<file path="src/sv/fhc_pkg.sv">
// ---------------------------------------------------------------------------
// fhc_pkg
// Shared types, register indexes and reset values of the fan controller.
// ---------------------------------------------------------------------------
`default_nettype none

package fhc_pkg;

    localparam int TEMP_W      = 12;
    localparam int TICKS_W     = 22;
    localparam int CFG_IDX_W   = 3;
    localparam int HOLD_COUNT_BITS_DEF = 22;

    localparam logic [CFG_IDX_W-1:0] CFG_FAN_ON   = 3'd0;
    localparam logic [CFG_IDX_W-1:0] CFG_FAN_OFF  = 3'd1;
    localparam logic [CFG_IDX_W-1:0] CFG_WARN     = 3'd2;
    localparam logic [CFG_IDX_W-1:0] CFG_SHUTDOWN = 3'd3;
    localparam logic [CFG_IDX_W-1:0] CFG_HOLD     = 3'd4;

    localparam logic signed [TEMP_W-1:0] FAN_ON_RST   = 12'sd500;
    localparam logic signed [TEMP_W-1:0] FAN_OFF_RST  = 12'sd420;
    localparam logic signed [TEMP_W-1:0] WARN_RST     = 12'sd750;
    localparam logic signed [TEMP_W-1:0] SHUTDOWN_RST = 12'sd850;
    localparam logic [TICKS_W-1:0]       HOLD_RST     = 22'd30000;
    localparam logic signed [TEMP_W-1:0] TEMP_RST     = 12'sd250;

    typedef enum logic [1:0] {
        OP_TICK     = 2'd0,
        OP_SAMPLE   = 2'd1,
        OP_TX_START = 2'd2,
        OP_TX_END   = 2'd3
    } op_t;

    typedef struct packed {
        op_t                      op;
        logic signed [TEMP_W-1:0] sample_temp;
        logic                     sample_valid;
    } item_t;

    typedef struct packed {
        logic signed [TEMP_W-1:0] fan_on_level;
        logic signed [TEMP_W-1:0] fan_off_level;
        logic signed [TEMP_W-1:0] warn_level;
        logic signed [TEMP_W-1:0] shutdown_level;
        logic [TICKS_W-1:0]       hold_ticks;
    } cfg_t;

endpackage

`default_nettype wire

</file>
<file path="src/sv/fhc_cfg_regs.sv">
// ---------------------------------------------------------------------------
// fhc_cfg_regs
// Configuration register file: thresholds and hold length.
// ---------------------------------------------------------------------------
`default_nettype none

module fhc_cfg_regs (
    input  wire logic                             clk,
    input  wire logic                             rst_n,
    input  wire logic                             cfg_valid,
    output logic                                  cfg_ready,
    input  wire logic [fhc_pkg::CFG_IDX_W-1:0]    cfg_index,
    input  wire logic [fhc_pkg::TICKS_W-1:0]      cfg_data,
    output fhc_pkg::cfg_t                         cfg
);

    fhc_pkg::cfg_t cfg_reg;

    assign cfg_ready = 1'b1;
    assign cfg       = cfg_reg;

    always_ff @(posedge clk or negedge rst_n)
    begin
        if (!rst_n)
        begin
            cfg_reg.fan_on_level   <= fhc_pkg::FAN_ON_RST;
            cfg_reg.fan_off_level  <= fhc_pkg::FAN_OFF_RST;
            cfg_reg.warn_level     <= fhc_pkg::WARN_RST;
            cfg_reg.shutdown_level <= fhc_pkg::SHUTDOWN_RST;
            cfg_reg.hold_ticks     <= fhc_pkg::HOLD_RST;
        end
        else if (cfg_valid)
        begin
            unique case (cfg_index)
                fhc_pkg::CFG_FAN_ON:   cfg_reg.fan_on_level   <= cfg_data[fhc_pkg::TEMP_W-1:0];
                fhc_pkg::CFG_FAN_OFF:  cfg_reg.fan_off_level  <= cfg_data[fhc_pkg::TEMP_W-1:0];
                fhc_pkg::CFG_WARN:     cfg_reg.warn_level     <= cfg_data[fhc_pkg::TEMP_W-1:0];
                fhc_pkg::CFG_SHUTDOWN: cfg_reg.shutdown_level <= cfg_data[fhc_pkg::TEMP_W-1:0];
                fhc_pkg::CFG_HOLD:     cfg_reg.hold_ticks     <= cfg_data;
                default: ;
            endcase
        end
    end

endmodule

`default_nettype wire

</file>
<file path="src/sv/fhc_in_stage.sv">
// ---------------------------------------------------------------------------
// fhc_in_stage
// Input register: captures one event beat and holds it for the core.
// ---------------------------------------------------------------------------
`default_nettype none

module fhc_in_stage (
    input  wire logic           clk,
    input  wire logic           rst_n,
    input  wire logic           in_valid,
    output logic                in_ready,
    input  wire fhc_pkg::item_t in_item,
    output logic                item_valid,
    input  wire logic           item_ready,
    output fhc_pkg::item_t      item
);

    logic           valid_reg;
    fhc_pkg::item_t item_reg;

    assign in_ready   = !valid_reg || item_ready;
    assign item_valid = valid_reg;
    assign item       = item_reg;

    always_ff @(posedge clk or negedge rst_n)
    begin
        if (!rst_n)
        begin
            valid_reg <= 1'b0;
        end
        else if (in_ready)
        begin
            valid_reg <= in_valid;
        end
    end

    always_ff @(posedge clk)
    begin
        if (in_ready && in_valid)
        begin
            item_reg <= in_item;
        end
    end

endmodule

`default_nettype wire

</file>
<file path="src/sv/fhc_core.sv">
// ---------------------------------------------------------------------------
// fhc_core
// Controller state, per-event update and result register.
// ---------------------------------------------------------------------------
`default_nettype none

module fhc_core #(
    parameter int HOLD_COUNT_BITS = fhc_pkg::HOLD_COUNT_BITS_DEF
) (
    input  wire logic                         clk,
    input  wire logic                         rst_n,
    input  wire fhc_pkg::cfg_t                cfg,
    input  wire logic                         item_valid,
    output logic                              item_ready,
    input  wire fhc_pkg::item_t               item,
    output logic                              out_valid,
    input  wire logic                         out_ready,
    output logic                              fan_drive,
    output logic                              over_temp,
    output logic                              shutdown_request,
    output logic                              hold_active,
    output logic signed [fhc_pkg::TEMP_W-1:0] temperature
);

    localparam int CMP_W = (HOLD_COUNT_BITS > fhc_pkg::TICKS_W) ?
                           HOLD_COUNT_BITS : fhc_pkg::TICKS_W;

    logic signed [fhc_pkg::TEMP_W-1:0] temp_reg, temp_next;
    logic                              fan_reg, fan_next;
    logic                              warn_reg, warn_next;
    logic                              hold_reg, hold_next;
    logic [HOLD_COUNT_BITS-1:0]        elapsed_reg, elapsed_next, elapsed_inc;
    logic                              shut;

    logic                              res_valid_reg;
    logic                              res_fan_reg;
    logic                              res_warn_reg;
    logic                              res_shut_reg;
    logic                              res_hold_reg;
    logic signed [fhc_pkg::TEMP_W-1:0] res_temp_reg;

    logic                              advance;

    function automatic logic refresh_fan(
        input logic                              fan,
        input logic                              hold,
        input logic signed [fhc_pkg::TEMP_W-1:0] t,
        input fhc_pkg::cfg_t                     c
    );
        logic r;
        if (!fan)
        begin
            r = hold || (t >= c.fan_on_level);
        end
        else
        begin
            r = !(!hold && (t < c.fan_off_level));
        end
        return r;
    endfunction

    assign advance    = !res_valid_reg || out_ready;
    assign item_ready = advance;

    assign elapsed_inc = (&elapsed_reg) ? elapsed_reg : elapsed_reg + 1'b1;

    always_comb
    begin
        temp_next    = temp_reg;
        fan_next     = fan_reg;
        warn_next    = warn_reg;
        hold_next    = hold_reg;
        elapsed_next = elapsed_reg;
        shut         = 1'b0;
        case (item.op)
            fhc_pkg::OP_TICK:
            begin
                if (hold_reg)
                begin
                    elapsed_next = elapsed_inc;
                    if (CMP_W'(elapsed_inc) >= CMP_W'(cfg.hold_ticks))
                    begin
                        hold_next = 1'b0;
                        fan_next  = refresh_fan(fan_reg, 1'b0, temp_reg, cfg);
                    end
                end
            end
            fhc_pkg::OP_SAMPLE:
            begin
                if (item.sample_valid)
                begin
                    temp_next = item.sample_temp;
                end
                warn_next = (temp_next >= cfg.warn_level);
                if (temp_next >= cfg.shutdown_level)
                begin
                    shut = 1'b1;
                end
                else
                begin
                    fan_next = refresh_fan(fan_reg, hold_reg, temp_next, cfg);
                end
            end
            fhc_pkg::OP_TX_START:
            begin
                fan_next = 1'b1;
            end
            fhc_pkg::OP_TX_END:
            begin
                elapsed_next = '0;
                hold_next    = 1'b1;
            end
            default: ;
        endcase
    end

    always_ff @(posedge clk or negedge rst_n)
    begin
        if (!rst_n)
        begin
            temp_reg      <= fhc_pkg::TEMP_RST;
            fan_reg       <= 1'b0;
            warn_reg      <= 1'b0;
            hold_reg      <= 1'b0;
            elapsed_reg   <= '0;
            res_valid_reg <= 1'b0;
        end
        else if (advance)
        begin
            res_valid_reg <= item_valid;
            if (item_valid)
            begin
                temp_reg    <= temp_next;
                fan_reg     <= fan_next;
                warn_reg    <= warn_next;
                hold_reg    <= hold_next;
                elapsed_reg <= elapsed_next;
            end
        end
    end

    always_ff @(posedge clk)
    begin
        if (advance && item_valid)
        begin
            res_fan_reg  <= fan_next;
            res_warn_reg <= warn_next;
            res_shut_reg <= shut;
            res_hold_reg <= hold_next;
            res_temp_reg <= temp_next;
        end
    end

    assign out_valid        = res_valid_reg;
    assign fan_drive        = res_fan_reg;
    assign over_temp        = res_warn_reg;
    assign shutdown_request = res_shut_reg;
    assign hold_active      = res_hold_reg;
    assign temperature      = res_temp_reg;

endmodule

`default_nettype wire

</file>
<file path="src/sv/fan_hysteresis_cooldown_ctrl_top.sv">
// ---------------------------------------------------------------------------
// fan_hysteresis_cooldown_ctrl_top
// Event-driven fan controller with hysteresis and post-transmit cooldown hold.
// ---------------------------------------------------------------------------
//  channel  handshake              payload
//  in       in_valid / in_ready    op, sample_temp, sample_valid
//  out      out_valid / out_ready  fan_drive, over_temp, shutdown_request,
//                                  hold_active, temperature
//  cfg      cfg_valid / cfg_ready  cfg_index, cfg_data
//
//  One event beat per cycle while the result is not stalled; an accepted beat
//  passes the input register, then the state update into the result register.
//  rst_n clears state to 25.0 degrees, fan off, no hold, default levels.
//  cfg_ready is always high. A stalled result holds in the result register;
//  the input register still takes one more beat behind it.
// ---------------------------------------------------------------------------
`default_nettype none

module fan_hysteresis_cooldown_ctrl_top #(
    parameter int HOLD_COUNT_BITS = fhc_pkg::HOLD_COUNT_BITS_DEF
) (
    input  wire logic                             clk,
    input  wire logic                             rst_n,
    input  wire logic                             in_valid,
    output logic                                  in_ready,
    input  wire logic [1:0]                       op,
    input  wire logic signed [fhc_pkg::TEMP_W-1:0] sample_temp,
    input  wire logic                             sample_valid,
    output logic                                  out_valid,
    input  wire logic                             out_ready,
    output logic                                  fan_drive,
    output logic                                  over_temp,
    output logic                                  shutdown_request,
    output logic                                  hold_active,
    output logic signed [fhc_pkg::TEMP_W-1:0]     temperature,
    input  wire logic                             cfg_valid,
    output logic                                  cfg_ready,
    input  wire logic [fhc_pkg::CFG_IDX_W-1:0]    cfg_index,
    input  wire logic [fhc_pkg::TICKS_W-1:0]      cfg_data
);

    fhc_pkg::cfg_t  cfg;
    fhc_pkg::item_t in_item;
    fhc_pkg::item_t item;
    logic           item_valid;
    logic           item_ready;

    assign in_item.op           = fhc_pkg::op_t'(op);
    assign in_item.sample_temp  = sample_temp;
    assign in_item.sample_valid = sample_valid;

    fhc_cfg_regs u_cfg (
        .clk       (clk),
        .rst_n     (rst_n),
        .cfg_valid (cfg_valid),
        .cfg_ready (cfg_ready),
        .cfg_index (cfg_index),
        .cfg_data  (cfg_data),
        .cfg       (cfg)
    );

    fhc_in_stage u_in (
        .clk        (clk),
        .rst_n      (rst_n),
        .in_valid   (in_valid),
        .in_ready   (in_ready),
        .in_item    (in_item),
        .item_valid (item_valid),
        .item_ready (item_ready),
        .item       (item)
    );

    fhc_core #(
        .HOLD_COUNT_BITS (HOLD_COUNT_BITS)
    ) u_core (
        .clk              (clk),
        .rst_n            (rst_n),
        .cfg              (cfg),
        .item_valid       (item_valid),
        .item_ready       (item_ready),
        .item             (item),
        .out_valid        (out_valid),
        .out_ready        (out_ready),
        .fan_drive        (fan_drive),
        .over_temp        (over_temp),
        .shutdown_request (shutdown_request),
        .hold_active      (hold_active),
        .temperature      (temperature)
    );

endmodule

`default_nettype wire

</file>
<file path="config.mk">
export PLATFORM = sky130hd
export DESIGN_NAME = fan_hysteresis_cooldown_ctrl_top
export DESIGN_NICKNAME = d
export VERILOG_FILES = /design/src/sv/fhc_pkg.sv /design/src/sv/fhc_cfg_regs.sv /design/src/sv/fhc_in_stage.sv /design/src/sv/fhc_core.sv /design/src/sv/fan_hysteresis_cooldown_ctrl_top.sv
export SDC_FILE = /design/constraint.sdc
export NUM_CORES = 1
export LEC_CHECK = 0
export BUFFER_PORTS_ARGS = -buffer_cell sky130_fd_sc_hd__buf_2
export CORE_MARGIN = 1
export CORE_UTILIZATION = 55
export DETAILED_ROUTE_END_ITERATION = 10
export GPL_ROUTABILITY_DRIVEN = 0
export GPL_TIMING_DRIVEN = 0
export HOLD_SLACK_MARGIN = 0.06
export PLACE_DENSITY = 0.83
export SYNTH_ARGS = -nofsm -noshare
export SYNTH_HDL_FRONTEND = slang
export SYNTH_HIERARCHICAL = 1
export SYNTH_SLANG_ARGS = --single-unit
</file>
<file path="constraint.sdc">
create_clock -name clk -period 5.16 [get_ports clk]
set_input_delay 0 -clock clk [delete_from_list [all_inputs] [get_ports clk]]
set_output_delay 0 -clock clk [all_outputs]
set_load 0.03 [all_outputs]
</file>
==> flow_summary.ini <==
[critical_path]
critical_path_depth = 15
path_max_fanout = 6
cpMaxStageDelayCell = dfrtp_1
rrSetupSlack_ns = 0.51
ff2ff_path_depth = 15
slowest_delay_ns = 0.44
crit_end = u_core/fan_drive$_DFFE_PP_
path_class = reg -> reg
cp.arrival_ns = 4.79
worstReg2RegStart = u_core/elapsed_reg[0]$_DFFE_PN0P_
cp-end-kind = flip-flop
start_kind = flip-flop
startpoint = u_core/elapsed_reg[0]$_DFFE_PN0P_
crit_family = simple AND/OR/NAND/NOR gates
rr_endpoint = u_core/fan_drive$_DFFE_PP_
required_ns = 5.30
crit_chain = ha_1 -> nand2_1 -> nor2_2 -> a21boi_2 -> and3_1 -> and3_4 -> xor2_1 -> ha_1 -> nand4_1 -> nor4_1 -> a221oi_1 -> o211ai_1 -> o221a_2 -> nor4_1 -> a22oi_1
critical_path_buf_inv_count = 0

[clock_network]
cts_buffers = 17
clock-sinks = 140
root_buffer = clkbuf_16
clk_latency_ns = 0.43
htree_num_levels = 4
cts_tree = yes
clkTransAtPathRegs_ns = 0.06
cts_setup_buffers = 0
clockBufferDepth = 2

[finish]
multiInputGateArea_um2 = 4410
final_cell_mix = ha_1 (98), nand2_1 (80), inv_1 (78), dfrtp_1 (74), mux2_2 (72)
areaGrowthSynthToFinish_pct = 18.8
layout_commonest_cell = ha_1
final_area_um2 = 10200
final_nets = 1043
fillers = 1112
seqCellArea_um2 = 3700
antenna_cells = 0
largest_reg_flops = 70
drive_gt1_share_pct = 26.8

[synthesis]
syn_area_per_cell_um2 = 11.0
synth_top_area_share_pct = 21.7
synth_fp_nets = 918
synth_top_area_cell = dfrtp_1
synth_cells = 775
synth.distinct_cells = 65
synth_area_um2 = 8550
synth_edf_count = 31
synthArstFlopShare_pct = 77.9
yosysWarnings = 6
ys.flop_type = dfrtp_1
synth.area.top_cells = dfrtp_1 (22%), ha_1 (14%), edfxtp_1 (11%)
ys_ff_latch = 140
synth-seq-area-share_pct = 43.3

[routing]
wire_per_inst_um = 17.8
drt-total-wl_um = 19600
ant_nets = 0
drt_iter0_markers = 513
drc = 0
vias_per_cell = 5.77
firstDrtPassIters = 5
num_vias = 6353

[global_route]
grt_pass1_wl_um = 32700
antenna_found_initial = 0
grt_pass1_vias = 6519
grt_usage_pct = 26.4
grt_start_max_net_pins = 71
grt_remaining_overflow = 0

[place]
placed_cell_area_um2 = 9120
dp_hpwl_um = 13800
portBuffers = 62

[power_and_ir_drop]
power_density_nw_per_um2 = 406
p_leak_nw = 4.80
ir_drop_mv = 0.259

[floorplanning]
start_util_pct = 56.2
die_y_um = 127
core_um2 = 15200
rows = 45
pin_count = 64
die_area_um2 = 16000
die_width_um = 127

[timing]
fmaxAchievable_mhz = 215
setup_viol = 0
fin_skew_ns = 0.0111
period_minus_slack_ns = 4.65
worst_slew_pin_slew_ns = 1.33
slew_headroom_pct = 11.2
tns_ns = 0
slew_viol_final = 0
finalCritPeriodShare_pct = 90.1
rsz0062_at_grt = no
hold_viol = 0

[min_path]
min_path_type = in -> async

[run]
maxCapViolations = 0

[outcome]
status = completed
-- where the power goes --
group          switching (W)  total (W)  internal [W]
sequential          0.000161    0.00157       0.00141
clock               0.000456    0.00125      0.000797
combinational       0.000715    0.00130      0.000586
-- stage by stage --
step / total power [W] / setup slack [ns] / util [%] / std cells / hold WS, ns
finish: 0.00412 / 0.511 / 66.8 / 1101 / 0.0968
global route: 0.00438 / 0.297 / 66.8 / 1101 / 0.124
CTS: 0.00411 / 0.659 / 66.8 / 1101 / 0.0883
detailed placement: 0.00281 / 0.706 / 60.0 / 1026 / 0.0151
global placement: 0.00272 / 0.714 / 59.8 / 1025 / 0.176
floorplan: 0.00244 / 1.55 / - / 775 / -0.296
-- cells by family (layout without fill, tap and decap cells) --
logic type | after synthesis | after routing | synth area share (%)
flops | 140 | 140 | 43.3
xor+xnor | 17 | 17 | 1.74
fa+ha+maj | 98 | 98 | 14.3
buf+inv | 98 | 236 | 5.08
compound gates | 121 | 121 | 9.05
other cells | 1 | 1 | 0.0439
mux | 103 | 103 | 14.3
simple gates | 197 | 197 | 12.1
-- worst reg2reg max path, cell delays in order, from the launching register on --
cell	delay, ns
dfrtp_1	0.44
ha_1	0.27
nand2_1	0.13
nor2_2	0.26
a21boi_2	0.38
and3_1	0.32
and3_4	0.24
xor2_1	0.16
ha_1	0.25
nand4_1	0.16
nor4_1	0.12
a221oi_1	0.35
o211ai_1	0.31
o221a_2	0.36
nor4_1	0.41
a22oi_1	0.20
-- routing by layer --
layer	routed length (um)	track usage, %
met2	9190	42.2
met4	478	10.6
met1	8890	35.5
met5	0	0
met3	1070	5.23
-- worst min-delay path by stage --
stage | to | cells after the start
6_report | u_cfg/cfg[20]$_DFFE_PN0P_ | 2
4_1_cts | u_cfg/cfg[33]$_DFFE_PN0P_ | 3
5_1_grt | u_cfg/cfg[22]$_DFFE_PN0P_ | 3
3_3_place_gp | u_in/item[1]$_DFFE_PP_ | 1
2_1_floorplan | u_cfg/cfg[0]$_DFFE_PN0P_ | 0
3_5_place_dp | u_cfg/cfg[20]$_DFFE_PN0P_ | 1
-- Yosys cell counts (10+ instances only) --
cell type / number
dfrtp_1: 74
o21ai_0: 27
ha_1: 98
nand2_1: 80
nand4_1: 10
inv_1: 78
mux2i_1: 10
mux2_4: 21
edfxtp_1: 31
nand3_1: 10
mux2_2: 72
a21o_1: 10
nor2_1: 37
dfstp_2: 35
xnor2_1: 11
a21oi_1: 33
-- final cells by class --
type                       count  area share, %
buffer                        20           1.39
clock buffer                  25           4.78
clock inverter                 7           1.13
inverter                      78           2.88
multi-input combinational    537           43.4
sequential                   140           36.5
tap                          188           2.32
timing repair buffer         106           7.59
-- repair_timing --
| action | 4_1_cts | 5_1_grt |
|---|---|---|
| resized for setup | 0 | 0 |
| hold buffers | 43 | 0 |
| hold endpoints to repair | 169 | 0 |
Power figures use the tool's default switching activity.
